--- src/design/ckfb_pkg.sv ---
package ckfb_pkg;

    // Layer address width (wraps modulo 2^ADDR_BITS)
    localparam int ADDR_BITS = 24;

    // Configuration port
    localparam int CFG_IDX_W  = 3;
    localparam int CFG_DATA_W = 16;

    // Register indexes
    localparam logic [CFG_IDX_W-1:0] REG_WINDOW_WIDTH  = 3'd0;
    localparam logic [CFG_IDX_W-1:0] REG_WINDOW_HEIGHT = 3'd1;
    localparam logic [CFG_IDX_W-1:0] REG_IMAGE_WIDTH   = 3'd2;
    localparam logic [CFG_IDX_W-1:0] REG_IMAGE_HEIGHT  = 3'd3;
    localparam logic [CFG_IDX_W-1:0] REG_POS_X         = 3'd4;
    localparam logic [CFG_IDX_W-1:0] REG_POS_Y         = 3'd5;
    localparam logic [CFG_IDX_W-1:0] REG_FADE_TEMPO    = 3'd6;

    // Action codes carried on the first pixel of a pass
    localparam logic [1:0] ACT_KEEP      = 2'd0;
    localparam logic [1:0] ACT_FADE_IN   = 2'd1;
    localparam logic [1:0] ACT_FADE_AWAY = 2'd2;
    localparam logic [1:0] ACT_STOP      = 2'd3;

    // Transparent marker and full fade level
    localparam logic [31:0] KEY_MARKER = 32'hFF66_6999;
    localparam logic [7:0]  FADE_MAX   = 8'd255;

    typedef enum logic [1:0] {
        FADE_STATIC = 2'd0,
        FADE_IN     = 2'd1,
        FADE_AWAY   = 2'd2
    } t_fade_mode;

    typedef struct packed {
        t_fade_mode mode;
        logic [7:0] level;
    } t_fade_state;

    typedef struct packed {
        logic [31:0] pixel_in;
        logic        begin_image;
        logic        key_capture;
        logic [1:0]  action;
    } t_in_item;

    typedef struct packed {
        logic [ADDR_BITS-1:0] layer_address;
        logic [31:0]          pixel_out;
        logic                 in_window;
        logic                 keyed;
        logic                 end_of_image;
    } t_out_item;

endpackage

--- src/design/ckfb_fade.sv ---
// One fade step, applied on the first pixel of an image pass
module ckfb_fade (
    input  logic                i_step,
    input  ckfb_pkg::t_fade_state i_state,
    input  logic [7:0]          i_tempo,
    output ckfb_pkg::t_fade_state o_state
);

    logic [8:0] w_sum;

    assign w_sum = {1'b0, i_state.level} + {1'b0, i_tempo};

    always_comb begin
        o_state = i_state;
        if (i_step && i_state.mode == ckfb_pkg::FADE_IN && i_state.level != 8'd0) begin
            // fade in: level drops toward 0, mode goes static on arrival
            if (i_tempo >= i_state.level) begin
                o_state.level = 8'd0;
                o_state.mode  = ckfb_pkg::FADE_STATIC;
            end else begin
                o_state.level = i_state.level - i_tempo;
            end
        end else if (i_step && i_state.mode == ckfb_pkg::FADE_AWAY &&
                     i_state.level != ckfb_pkg::FADE_MAX) begin
            // fade out: level rises toward 255, saturating
            if (w_sum >= {1'b0, ckfb_pkg::FADE_MAX}) begin
                o_state.level = ckfb_pkg::FADE_MAX;
                o_state.mode  = ckfb_pkg::FADE_STATIC;
            end else begin
                o_state.level = w_sum[7:0];
            end
        end
    end

endmodule

--- src/design/color_key_fade_blit_core.sv ---
// Each accepted input transaction is registered into the output register as a valid result.
// Throughput: one pixel per cycle unless stalled; the output register stalls input when full
// and not drained, and input also stalls after each configuration write
// while the registered layer origin (window_width * pos_y + pos_x) updates.
// Reset (synchronous, active low): registers to defaults, fade level 0, static mode,
// no key, counters at the image origin, output empty.
module color_key_fade_blit_core #(
    parameter int COORD_BITS = 12
) (
    input  logic                              i_clk,
    input  logic                              i_rst_n,
    input  logic                              i_cfg_valid,
    output logic                              o_cfg_ready,
    input  logic [ckfb_pkg::CFG_IDX_W-1:0]    i_cfg_index,
    input  logic [ckfb_pkg::CFG_DATA_W-1:0]   i_cfg_data,
    input  logic                              i_in_valid,
    output logic                              o_in_ready,
    input  ckfb_pkg::t_in_item                i_in_data,
    output logic                              o_out_valid,
    input  logic                              i_out_ready,
    output ckfb_pkg::t_out_item               o_out_data
);

    localparam int AW    = ckfb_pkg::ADDR_BITS;
    localparam int SUM_W = ((COORD_BITS > 13) ? COORD_BITS : 13) + 1;

    // configuration registers
    logic [12:0] r_win_w, r_win_h, r_img_w, r_img_h;
    logic [11:0] r_pos_x, r_pos_y;
    logic [7:0]  r_tempo;
    logic [AW-1:0] r_origin;
    logic        r_cfg_hold;

    // pass state
    ckfb_pkg::t_fade_state   r_fade;
    logic [31:0]             r_key_color;
    logic                    r_key_valid;
    logic [COORD_BITS-1:0]   r_col, r_row;
    logic [AW-1:0]           r_row_base;

    // output register
    logic                r_out_valid;
    ckfb_pkg::t_out_item r_out_data;

    logic                    w_cfg_we, w_accept, w_begin, w_capture;
    logic [25:0]             w_origin_full;
    logic [COORD_BITS-1:0]   w_col, w_row;
    logic [AW-1:0]           w_base, w_addr;
    ckfb_pkg::t_fade_state   w_fade_sel, n_fade;
    logic [31:0]             n_key_color;
    logic                    n_key_valid;
    logic                    w_keyed, w_inside, w_row_end, w_img_end;
    logic [COORD_BITS-1:0]   n_col, n_row;
    logic [AW-1:0]           n_row_base;
    ckfb_pkg::t_out_item     n_out;

    assign o_cfg_ready = 1'b1;
    assign w_cfg_we    = i_cfg_valid;
    assign o_in_ready  = (!r_out_valid || i_out_ready) && !r_cfg_hold;
    assign w_accept    = i_in_valid && o_in_ready;
    assign o_out_valid = r_out_valid;
    assign o_out_data  = r_out_data;

    // configuration writes
    always_ff @(posedge i_clk) begin
        if (!i_rst_n) begin
            r_win_w    <= 13'd1024;
            r_win_h    <= 13'd768;
            r_img_w    <= 13'd1;
            r_img_h    <= 13'd1;
            r_pos_x    <= 12'd0;
            r_pos_y    <= 12'd0;
            r_tempo    <= 8'd1;
            r_cfg_hold <= 1'b0;
        end else begin
            r_cfg_hold <= w_cfg_we;
            if (w_cfg_we) begin
                case (i_cfg_index)
                    ckfb_pkg::REG_WINDOW_WIDTH:  r_win_w <= i_cfg_data[12:0];
                    ckfb_pkg::REG_WINDOW_HEIGHT: r_win_h <= i_cfg_data[12:0];
                    ckfb_pkg::REG_IMAGE_WIDTH:   r_img_w <= i_cfg_data[12:0];
                    ckfb_pkg::REG_IMAGE_HEIGHT:  r_img_h <= i_cfg_data[12:0];
                    ckfb_pkg::REG_POS_X:         r_pos_x <= i_cfg_data[11:0];
                    ckfb_pkg::REG_POS_Y:         r_pos_y <= i_cfg_data[11:0];
                    ckfb_pkg::REG_FADE_TEMPO:    r_tempo <= i_cfg_data[7:0];
                    default: ;
                endcase
            end
        end
    end

    // layer origin, registered off the multiply
    assign w_origin_full = 26'(r_win_w) * 26'(r_pos_y) + 26'(r_pos_x);

    always_ff @(posedge i_clk) begin
        if (!i_rst_n) begin
            r_origin <= '0;
        end else begin
            r_origin <= AW'(w_origin_full);
        end
    end

    // first-pixel restart and fade mode select
    assign w_begin   = i_in_data.begin_image;
    assign w_capture = w_begin && i_in_data.key_capture;
    assign w_col     = w_begin ? '0 : r_col;
    assign w_row     = w_begin ? '0 : r_row;
    assign w_base    = w_begin ? r_origin : r_row_base;

    always_comb begin
        w_fade_sel = r_fade;
        if (w_begin) begin
            case (i_in_data.action)
                ckfb_pkg::ACT_KEEP:      w_fade_sel.mode = r_fade.mode;
                ckfb_pkg::ACT_FADE_IN:   w_fade_sel.mode = ckfb_pkg::FADE_IN;
                ckfb_pkg::ACT_FADE_AWAY: w_fade_sel.mode = ckfb_pkg::FADE_AWAY;
                ckfb_pkg::ACT_STOP:      w_fade_sel.mode = ckfb_pkg::FADE_STATIC;
                default:                 w_fade_sel.mode = r_fade.mode;
            endcase
        end
    end

    ckfb_fade u_fade (
        .i_step  (w_begin),
        .i_state (w_fade_sel),
        .i_tempo (r_tempo),
        .o_state (n_fade)
    );

    // color key
    assign n_key_color = w_capture ? i_in_data.pixel_in : r_key_color;
    assign n_key_valid = w_capture || r_key_valid;
    assign w_keyed     = (i_in_data.pixel_in == ckfb_pkg::KEY_MARKER) ||
                         (n_key_valid && i_in_data.pixel_in == n_key_color);

    // window check and pass position
    assign w_inside  = (SUM_W'(r_pos_x) + SUM_W'(w_col) < SUM_W'(r_win_w)) &&
                       (SUM_W'(r_pos_y) + SUM_W'(w_row) < SUM_W'(r_win_h));
    assign w_row_end = (SUM_W'(w_col) + SUM_W'(1) >= SUM_W'(r_img_w));
    assign w_img_end = w_row_end && (SUM_W'(w_row) + SUM_W'(1) >= SUM_W'(r_img_h));
    assign w_addr    = w_base + AW'(w_col);

    always_comb begin
        n_out.layer_address = w_addr;
        n_out.pixel_out     = w_keyed ? ckfb_pkg::KEY_MARKER
                                      : {n_fade.level, i_in_data.pixel_in[23:0]};
        n_out.in_window     = w_inside;
        n_out.keyed         = w_keyed;
        n_out.end_of_image  = w_img_end;
    end

    // counter advance
    always_comb begin
        if (w_img_end) begin
            n_col      = '0;
            n_row      = '0;
            n_row_base = r_origin;
        end else if (w_row_end) begin
            n_col      = '0;
            n_row      = w_row + COORD_BITS'(1);
            n_row_base = w_base + AW'(r_win_w);
        end else begin
            n_col      = w_col + COORD_BITS'(1);
            n_row      = w_row;
            n_row_base = w_base;
        end
    end

    // state and output register
    always_ff @(posedge i_clk) begin
        if (!i_rst_n) begin
            r_fade.mode  <= ckfb_pkg::FADE_STATIC;
            r_fade.level <= 8'd0;
            r_key_color  <= 32'd0;
            r_key_valid  <= 1'b0;
            r_col        <= '0;
            r_row        <= '0;
            r_row_base   <= '0;
            r_out_valid  <= 1'b0;
        end else begin
            if (w_accept) begin
                r_fade      <= n_fade;
                r_key_color <= n_key_color;
                r_key_valid <= n_key_valid;
                r_col       <= n_col;
                r_row       <= n_row;
                r_row_base  <= n_row_base;
                r_out_valid <= 1'b1;
            end else if (i_out_ready) begin
                r_out_valid <= 1'b0;
            end
        end
    end

    always_ff @(posedge i_clk) begin
        if (w_accept) begin
            r_out_data <= n_out;
        end
    end

endmodule

--- config.mk ---
export PLATFORM = sky130hd
export DESIGN_NAME = color_key_fade_blit_core
export DESIGN_NICKNAME = d
export VERILOG_FILES = /design/src/design/ckfb_pkg.sv /design/src/design/ckfb_fade.sv /design/src/design/color_key_fade_blit_core.sv
export SDC_FILE = /design/constraint.sdc
export NUM_CORES = 1
export LEC_CHECK = 0
export BUFFER_PORTS_ARGS = -buffer_cell sky130_fd_sc_hd__buf_2
export CAP_MARGIN = 20
export CORE_MARGIN = 2
export CORE_UTILIZATION = 58
export DETAILED_ROUTE_END_ITERATION = 12
export PLACE_DENSITY_LB_ADDON = 0.15
export SKIP_CTS_REPAIR_TIMING = 1
export SLEW_MARGIN = 20
export SYNTH_ARGS = -nofsm -noshare
export SYNTH_HDL_FRONTEND = slang
export SYNTH_SLANG_ARGS = --single-unit
--- constraint.sdc ---
create_clock -name i_clk -period 6.7 [get_ports i_clk]
set_input_delay 1.675 -clock i_clk [delete_from_list [all_inputs] [get_ports i_clk]]
set_output_delay 1.675 -clock i_clk [all_outputs]
set_load 0.05 [all_outputs]
==> results.json, run 1 <==
{
  "status": "complete, no violations",
  "clockBufferDepth": 3,
  "setup.worst_path.end": "r_origin[23]$_SDFF_PN0_",
  "place_ws_ps": 586,
  "num_rows": 68,
  "synth_seq_cells": 260,
  "fin_worst_skew_ps": 8.84,
  "drive_gt1_share_pct": 9.36,
  "die_x_um": 192,
  "clk_pin_slew_worst_paths_ps": 60,
  "p_leak_uw": 0.0100,
  "cts_tree": "done",
  "htree_levels": 1,
  "regToRegStartpoint": "r_win_w[5]$_SDFFE_PN0P_",
  "core-area_um2": 34700,
  "wl_per_cell_um": 18.5,
  "setup-violations-final": 0,
  "synth_top_area_share_pct": 19.6,
  "hp-class": "register to register",
  "synth_compound_area_share_pct": 13.8,
  "grt_pass1_vias": 17000,
  "endpoint_kind": "register",
  "synth_edf_count": 59,
  "hpwl_um": 41400,
  "power_frac_clock_pct": 42.3,
  "swShare_pct": 29.1,
  "fin_crit_ps": 6240,
  "numCtsBuffers": 29,
  "yosys_most_used_dff": "dfxtp_1",
  "seq_area_frac_synth_pct": 28.2,
  "syn2layout_area_growth_pct": 10.2,
  "synth.avg_cell_area_um2": 8.28,
  "drv_slew": 0,
  "routabilityCongestion": 0.899,
  "fin_crit_sh_pct": 93.1,
  "clockRootBuffer": "clkbuf_16",
  "synth_area_um2": 20600,
  "arrival_ps": 6680,
  "synth.area.mux_share_pct": 1.50,
  "nets": 2933,
  "power_uw": 4100,
  "ys_async_sr_fraction_pct": 0,
  "initial_core_util_pct": 59.2,
  "slew_headroom_pct": 33.1,
  "r2r-end": "r_origin[23]$_SDFF_PN0_",
  "tightest_slew_ps": 1000,
  "synth_cells": 2481,
  "drtPass1Iterations": 5,
  "antenna_cells": 0,
  "io_pins": 122,
  "crit_required_ps": 7140,
  "synthesis.nets": 2852,
  "critPathMaxFanout": 15,
  "ir_drop_mv": 0.210,
  "rr_worst_depth": 18,
  "grt_pass1_wl_um": 88900,
  "power_density_nw_per_um2": 181,
  "rrSetupSlack_ps": 460,
  "synth_top_family_by_area": "adder cells",
  "wl_um": 56200,
  "synth_top_cell_by_area": "dfxtp_1",
  "grt_max_degree": 103,
  "hold_viol": 0,
  "grt.total_usage_pct": 30.6,
  "antenna_found_initial": 2,
  "drt_iter0_drc": 1197,
  "die_h_um": 192,
  "drtAntennaViolNets": 0,
  "io_buffers": 117,
  "power.switching_uw": 1190,
  "dr_total_vias": 17600,
  "crit_start": "r_win_w[5]$_SDFFE_PN0P_",
  "viasPerCell": 5.78,
  "fmax_mhz": 160,
  "power.internal_uw": 2910,
  "critical_path_class": "register to register",
  "tns_ps": 0,
  "grt_overflow": 0,
  "drc": 0,
  "seqPwrFrac_pct": 42.0,
  "synth_xor_area_share_pct": 5.41,
  "maxCapViolCount": 0,
  "die-area_um2": 37000,
  "synthAdderAreaFrac_pct": 23.5,
  "cts.sinks": 260,
  "clk_latency_ps": 590,
  "yosys_warnings": 0,
  "worst_slack_ps": 460,
  "final_common_cell": "nand2_1",
  "critPathLaunchType": "register",
  "rsz0062_at_grt": "false",
  "ys_top_cells_by_area": "dfxtp_1 20%, fa_1 12%, ha_1 11%",
  "p_comb_share_pct": 15.7,
  "fillerInstances": 2904,
  "synth_simple_gate_area_share_pct": 20.4,
  "ys_types": 72,
  "layout_common_cells": "421 x nand2_1, 274 x inv_1, 226 x a21oi_1"
}
## area by class of cell
class | count | area, um2 | share of cell area (%)
clock inverters | 13 | 186 | 0.823
multi-input cells | 1838 | 13300 | 58.8
inverters | 277 | 1040 | 4.61
repair buffers | 156 | 891 | 3.93
well taps | 455 | 569 | 2.51
clock buffers | 41 | 851 | 3.76
flip-flops and latches | 260 | 5800 | 25.6
## power groups by stage
stage                     Combinational, uW  Sequential, uW  Clock (uW)
after floorplan                         364            1820           0
after detailed placement                635            1750           0
after global placement                  624            1750           0
final                                   644            1720        1740
after global routing                    699            1730        1810
after CTS                               639            1720        1750
## logic make-up after synthesis
group / after synthesis
adders and majority gates: 311
DFF: 260
xor gates and xnor gates: 127
AOI/OAI and AO/OA: 474
and+or+nand+nor: 896
buffers and inverters: 383
muxes: 29
other: 1
## routing by layer
| metal | vias up | global-route usage [%] | routed length (um) |
|---|---|---|---|
| li1 | 8404 | - | - |
| met1 | 8453 | 40.1 | 23700 |
| met2 | 597 | 51.0 | 26300 |
| met3 | 122 | 3.78 | 3700 |
| met4 | 0 | 13.1 | 2420 |
| met5 | - | 0 | 0 |
## stage by stage
| step | util [%] | std cells | hold slack, ps | area (um2) |
|---|---|---|---|---|
| final | 65.3 | 3040 | 451 | 22700 |
| after global routing | 65.3 | 3040 | 471 | 22700 |
| after CTS | 65.3 | 3040 | 453 | 22700 |
| after detailed placement | 62.3 | 2986 | 445 | 21600 |
| after global placement | 62.2 | 2986 | 440 | 21600 |
| after floorplan | - | 2481 | 429 | 20600 |
## flip-flops by register name, summed over array words and instances (netlist names)
| register | count |
|---|---|
| r_pos_x | 12 |
| r_col | 12 |
| r_cfg_hold | 1 |
| r_img_h | 13 |
| r_fade | 10 |
| o_out_valid | 1 |
| r_win_h | 13 |
| r_key_color | 32 |
| r_origin | 24 |
| r_row | 12 |
| r_key_valid | 1 |
| r_tempo | 8 |
| o_out_data | 59 |
| r_win_w | 13 |
| r_pos_y | 12 |
| r_img_w | 13 |
| r_row_base | 24 |
## critical path: stages, from the launching register on
cell	delay, ps
dfxtp_1	870
nand2_1	180
fa_1	600
fa_1	440
fa_1	510
inv_1	60
fa_1	520
inv_1	50
fa_1	530
inv_1	40
ha_1	340
a21oi_1	200
nand2_1	70
o21a_1	240
a31o_2	310
o41ai_1	410
o21ai_0	190
xnor2_1	170
nor2_1	340
## cell usage after synthesis, drive strengths merged, types with 20 or more instances
master and n:
nand2 422, inv 277, a21oi 227, dfxtp 201, ha 185, fa 126, nor2 120, and2 100
clkbuf 86, o21ai 83, xor2 65, xnor2 62, nand3 61, edfxtp 59, nor2b 43, nor3 30
nand2b 25, o211ai 21, a21o 20, buf 20, nand4 20
## how the worst min path moves through the flow
stage                                     from                    endpoint  slack [ps]  cells past startpoint
finish              r_row_base[8]$_SDFFE_PN0P_  r_row_base[8]$_SDFFE_PN0P_         450                      2
global placement    r_row_base[8]$_SDFFE_PN0P_  r_row_base[8]$_SDFFE_PN0P_         440                      2
detailed placement  r_row_base[8]$_SDFFE_PN0P_  r_row_base[8]$_SDFFE_PN0P_         450                      2
CTS                 r_row_base[8]$_SDFFE_PN0P_  r_row_base[8]$_SDFFE_PN0P_         450                      2
floorplan           r_row_base[7]$_SDFFE_PN0P_  r_row_base[7]$_SDFFE_PN0P_         430                      2
global route           r_img_w[3]$_SDFFE_PN0P_     r_img_w[3]$_SDFFE_PN0P_         470                      2
Note: power is estimated with default switching activity, not from simulation.
==> run 2, diff against run 1 <==
Settings changed: CELL_PAD_IN_SITES_DETAIL_PLACEMENT set to 1, CELL_PAD_IN_SITES_GLOBAL_PLACEMENT set to 1, CORE_UTILIZATION 58 to 48.
==> run 2 against run 1 <==
  * Worst setup slack worse by 110 ps
  * Sequential share of layout area down 0.087 points
  * Critical path type unchanged
  * Largest power group is now sequential cells
  * Hold slack better by 5.7 ps
  * First-iteration DRC count down 22%
  * Routed wire length up 14%
  * Clock skew up 11 ps
==> results.json, run 2 (same netlist as run 1, synthesis figures left out) <==
{
  "status": "complete, no violations",
  "routabilityCongestion": 0.859,
  "layout_common_cells": "421 x nand2_1, 274 x inv_1, 226 x a21oi_1",
  "die_h_um": 211,
  "arrival_ps": 6790,
  "power_density_nw_per_um2": 178,
  "endpoint_kind": "register",
  "syn2layout_area_growth_pct": 10.6,
  "antenna_found_initial": 4,
  "num_rows": 75,
  "hold_viol": 0,
  "grt_overflow": 0,
  "tightest_slew_ps": 1050,
  "grt.total_usage_pct": 29.1,
  "fin_worst_skew_ps": 19.4,
  "grt_max_degree": 74,
  "grt_pass1_wl_um": 102000,
  "final_common_cell": "nand2_1",
  "tns_ps": 0,
  "core-area_um2": 42100,
  "wl_per_cell_um": 20.5,
  "p_leak_uw": 0.00999,
  "drtPass1Iterations": 5,
  "viasPerCell": 5.69,
  "rsz0062_at_grt": "false",
  "drc": 0,
  "setup-violations-final": 0,
  "seqPwrFrac_pct": 42.6,
  "fin_crit_sh_pct": 94.7,
  "hp-class": "register to register",
  "clk_pin_slew_worst_paths_ps": 60,
  "clk_latency_ps": 600,
  "power_frac_clock_pct": 40.9,
  "antenna_cells": 0,
  "die-area_um2": 44500,
  "swShare_pct": 30.6,
  "largest_reg_flops": 59,
  "nets": 2939,
  "drv_slew": 0,
  "cts.sinks": 260,
  "power.internal_uw": 2800,
  "io_pins": 122,
  "initial_core_util_pct": 48.8,
  "drive_gt1_share_pct": 9.45,
  "fmax_mhz": 158,
  "drtAntennaViolNets": 0,
  "die_x_um": 211,
  "critical_path_class": "register to register",
  "clockRootBuffer": "clkbuf_16",
  "htree_levels": 1,
  "fillerInstances": 5143,
  "io_buffers": 117,
  "dr_total_vias": 17800,
  "place_ws_ps": 388,
  "fin_crit_ps": 6350,
  "grt_pass1_vias": 18900,
  "critPathMaxFanout": 15,
  "ir_drop_mv": 0.220,
  "maxCapViolCount": 0,
  "power.switching_uw": 1240,
  "hpwl_um": 48100,
  "drt_iter0_drc": 929,
  "crit_required_ps": 7140,
  "slew_headroom_pct": 29.8,
  "worst_slack_ps": 353,
  "wl_um": 64200,
  "p_comb_share_pct": 16.5,
  "cts_tree": "done",
  "clockBufferDepth": 3,
  "critPathLaunchType": "register",
  "numCtsBuffers": 30
}
run 2: worst max-delay path: stages (launching register included):
cell	delay, ps
dfxtp_1	870
nand2_1	200
fa_1	610
fa_1	430
fa_1	490
inv_1	50
fa_1	520
inv_1	50
fa_1	520
inv_1	40
ha_1	330
a21oi_1	230
o21ai_0	140
o21a_1	190
a31o_2	310
o41ai_1	440
o21ai_0	200
xnor2_1	170
nor2_1	360
run 2: path summary, 6_finish.rpt:
kind | start | endpoint | slack (ps) | cells past startpoint
max | r_win_w[5]$_SDFFE_PN0P_ | r_origin[23]$_SDFF_PN0_ | 350 | 18
min | r_row_base[4]$_SDFFE_PN0P_ | r_row_base[4]$_SDFFE_PN0P_ | 460 | 2
max reg2reg | r_win_w[5]$_SDFFE_PN0P_ | r_origin[23]$_SDFF_PN0_ | 350 | 18
min reg2reg | r_row_base[4]$_SDFFE_PN0P_ | r_row_base[4]$_SDFFE_PN0P_ | 460 | 2
run 2: area by class of cell:
cell class	instances	area (um2)	share of cell area [%]
clock buffers	35	800	3.52
clock inverters	21	190	0.837
inverters	277	1040	4.60
multi-input cells	1838	13300	58.6
flip-flops and latches	260	5800	25.5
well taps	539	674	2.97
repair buffers	161	918	4.04
run 2: power by group through the flow:
stage,clock [uW],combinational (uW),sequential (uW)
CTS,1690,666,1720
floorplan,0,364,1820
global route,1750,723,1730
detailed placement,0,661,1760
global placement,0,640,1750
finish,1650,667,1720
run 2: metrics by stage:
stage,instance area [um2],power (uW),utilization (%),hold WS [ps],std cells
2_1_floorplan,20600,2190,-,429,2481
3_3_place_gp,21700,2390,51.6,438,3075
3_5_place_dp,21700,2420,51.6,449,3075
4_1_cts,22700,4080,53.9,458,3131
5_1_grt,22700,4200,54.0,474,3131
6_report,22700,4040,54.0,457,3131
run 2: routing by layer:
metal  part of all wire, %  vias up  global-route usage (%)
li1                      -     8422                       -
met2                    50      314                    52.5
met5                     0        -                       0
met1                    43     8974                    36.8
met4                   2.5        0                    8.16
met3                   3.9      100                    3.24
==> run 3, diff against run 2 <==
Settings changed: RECOVER_POWER set to 100.
==> run 3 against run 2 <==
  * The run now ends with capacitance limit, slew limit left
  * Core utilization is 0.37 points lower
  * Combinational power is 3% lower
  * Critical path type is now input port to register
  * Sequential power hardly changed
  * Hold slack hardly changed
  * Worst setup slack worse by 91 ps
  * Clock skew is 1.5 ps higher
==> results.json, run 3 (same netlist as run 1, synthesis figures left out) <==
{
  "ir_drop_mv": 0.228,
  "fin_worst_skew_ps": 20.9,
  "critPathLaunchType": "input port",
  "grt_max_degree": 74,
  "wl_um": 64200,
  "rr_worst_depth": 18,
  "r2r-end": "r_origin[23]$_SDFF_PN0_",
  "crit_required_ps": 7200,
  "nets": 2939,
  "crit_start": "i_in_data[3]",
  "largest_reg_flops": 59,
  "power_density_nw_per_um2": 178,
  "grt_pass1_wl_um": 102000,
  "grt_overflow": 0,
  "grt_pass1_vias": 18900,
  "num_rows": 75,
  "antenna_cells": 0,
  "routabilityCongestion": 0.859,
  "hp-class": "register to register",
  "die_h_um": 211,
  "violations": "capacitance limit, slew limit",
  "cts_tree": "done",
  "drtAntennaViolNets": 0,
  "io_buffers": 117,
  "numCtsBuffers": 30,
  "setup.worst_path.end": "r_row[6]$_SDFFE_PN0P_",
  "setup-violations-final": 0,
  "dr_total_vias": 17800,
  "fin_crit_ps": 6440,
  "rrSetupSlack_ps": 350,
  "drt_iter0_drc": 891,
  "power_uw": 4030,
  "drtPass1Iterations": 4,
  "endpoint_kind": "register",
  "hpwl_um": 48100,
  "p_leak_uw": 0.00975,
  "antenna_found_initial": 4,
  "multi_input_area_um2": 13300,
  "hold_viol": 0,
  "worst_slack_ps": 262,
  "status": "finished, violations left",
  "wl_per_cell_um": 20.5,
  "place_ws_ps": 388,
  "critPathMaxFanout": 27,
  "core-area_um2": 42100,
  "clk_pin_slew_worst_paths_ps": 60,
  "io_pins": 122,
  "clk_latency_ps": 600,
  "critical_path_class": "input port to register",
  "grt.total_usage_pct": 29.1,
  "die_x_um": 211,
  "die-area_um2": 44500,
  "regToRegStartpoint": "r_win_w[5]$_SDFFE_PN0P_",
  "hold_slack_ps": 457,
  "arrival_ps": 6940,
  "fin_crit_sh_pct": 96.1,
  "slew_headroom_pct": -63.9,
  "drv_slew": 307,
  "path_depth": 19,
  "fmax_mhz": 155,
  "crit_chain": "buf_4 > clkbuf_1 > nor2b_1 > ha_1 > nand3_1 > nor2_1 > and3_1 > and3_1 > xor2_1 > ha_1 > nand2_1 > nor2_1 > or4b_1 > and3_1 > clkbuf_1 > nor3_1 > clkbuf_1 > nand3b_1 > a21oi_1",
  "regArea_um2": 5800,
  "path_buf_inv": 4,
  "initial_core_util_pct": 48.8,
  "cts.sinks": 260,
  "viasPerCell": 5.69,
  "tns_ps": 0,
  "htree_levels": 1,
  "drive_gt1_share_pct": 6.25,
  "critPathTopFamily": "simple AND/OR/NAND/NOR gates",
  "fillerInstances": 5182,
  "tightest_slew_ps": 2460,
  "clockBufferDepth": 3,
  "max_stage_delay_ps": 620,
  "slowest_stage": "nor3_1",
  "syn2layout_area_growth_pct": 9.86,
  "layout_common_cells": "422 x nand2_1, 275 x inv_1, 227 x a21oi_1",
  "rsz0062_at_grt": "false",
  "drc": 0,
  "clockRootBuffer": "clkbuf_16",
  "maxCapViolCount": 7,
  "final_common_cell": "nand2_1"
}
## run 3: worst register-to-register path: cells and delay by family (launching register included)
family                     cells  cell delay, ps
adders and majority gates      6            2900
AOI/OAI and AO/OA              6            1540
DFF                            1             870
and+or+nand+nor                2             550
xor gates and xnor gates       1             170
buffers and inverters          3             140
## run 3: final cells by class
cell class	count	area share (%)
Multi-Input combinational cell	1838	58.9
Sequential cell	260	25.7
Inverter	277	4.63
Clock buffer	35	3.54
Timing Repair Buffer	161	3.48
Tap cell	539	2.99
Clock inverter	21	0.842
## run 3: worst min-delay path by stage
stage	cells past startpoint	from	slack [ps]	to
after detailed placement	2	r_img_w[9]$_SDFFE_PN0P_	450	r_img_w[9]$_SDFFE_PN0P_
after global routing	2	r_row_base[2]$_SDFFE_PN0P_	470	r_row_base[2]$_SDFFE_PN0P_
after CTS	2	r_img_w[9]$_SDFFE_PN0P_	460	r_img_w[9]$_SDFFE_PN0P_
after floorplan	2	r_row_base[7]$_SDFFE_PN0P_	430	r_row_base[7]$_SDFFE_PN0P_
after global placement	2	r_row_base[8]$_SDFFE_PN0P_	440	r_row_base[8]$_SDFFE_PN0P_
final	2	r_img_h[3]$_SDFFE_PN0P_	460	r_img_h[3]$_SDFFE_PN0P_
## run 3: per-layer routing
metal	part of all wire [%]	global-route usage (%)	wire length [um]	up-vias
met5	0	0	0	-
met4	2.7	8.16	1720	0
met3	3.8	3.24	2460	102
met2	50	52.5	32200	325
met1	43	36.8	27900	8978
li1	-	-	-	8421
## run 3: through the flow
stage / std cells / area [um2] / utilization [%]
finish: 3131 / 22600 / 53.6
global route: 3131 / 22600 / 53.6
CTS: 3131 / 22700 / 53.9
detailed placement: 3075 / 21700 / 51.6
global placement: 3075 / 21700 / 51.6
floorplan: 2481 / 20600 / -
## run 3: report_power, final
part | leakage [uW] | switching (uW) | internal [uW]
clock network | 0.000475 | 720 | 933
logic | 0.00707 | 463 | 187
registers | 0.00220 | 53.1 | 1670
total | 0.00975 | 1240 | 2790
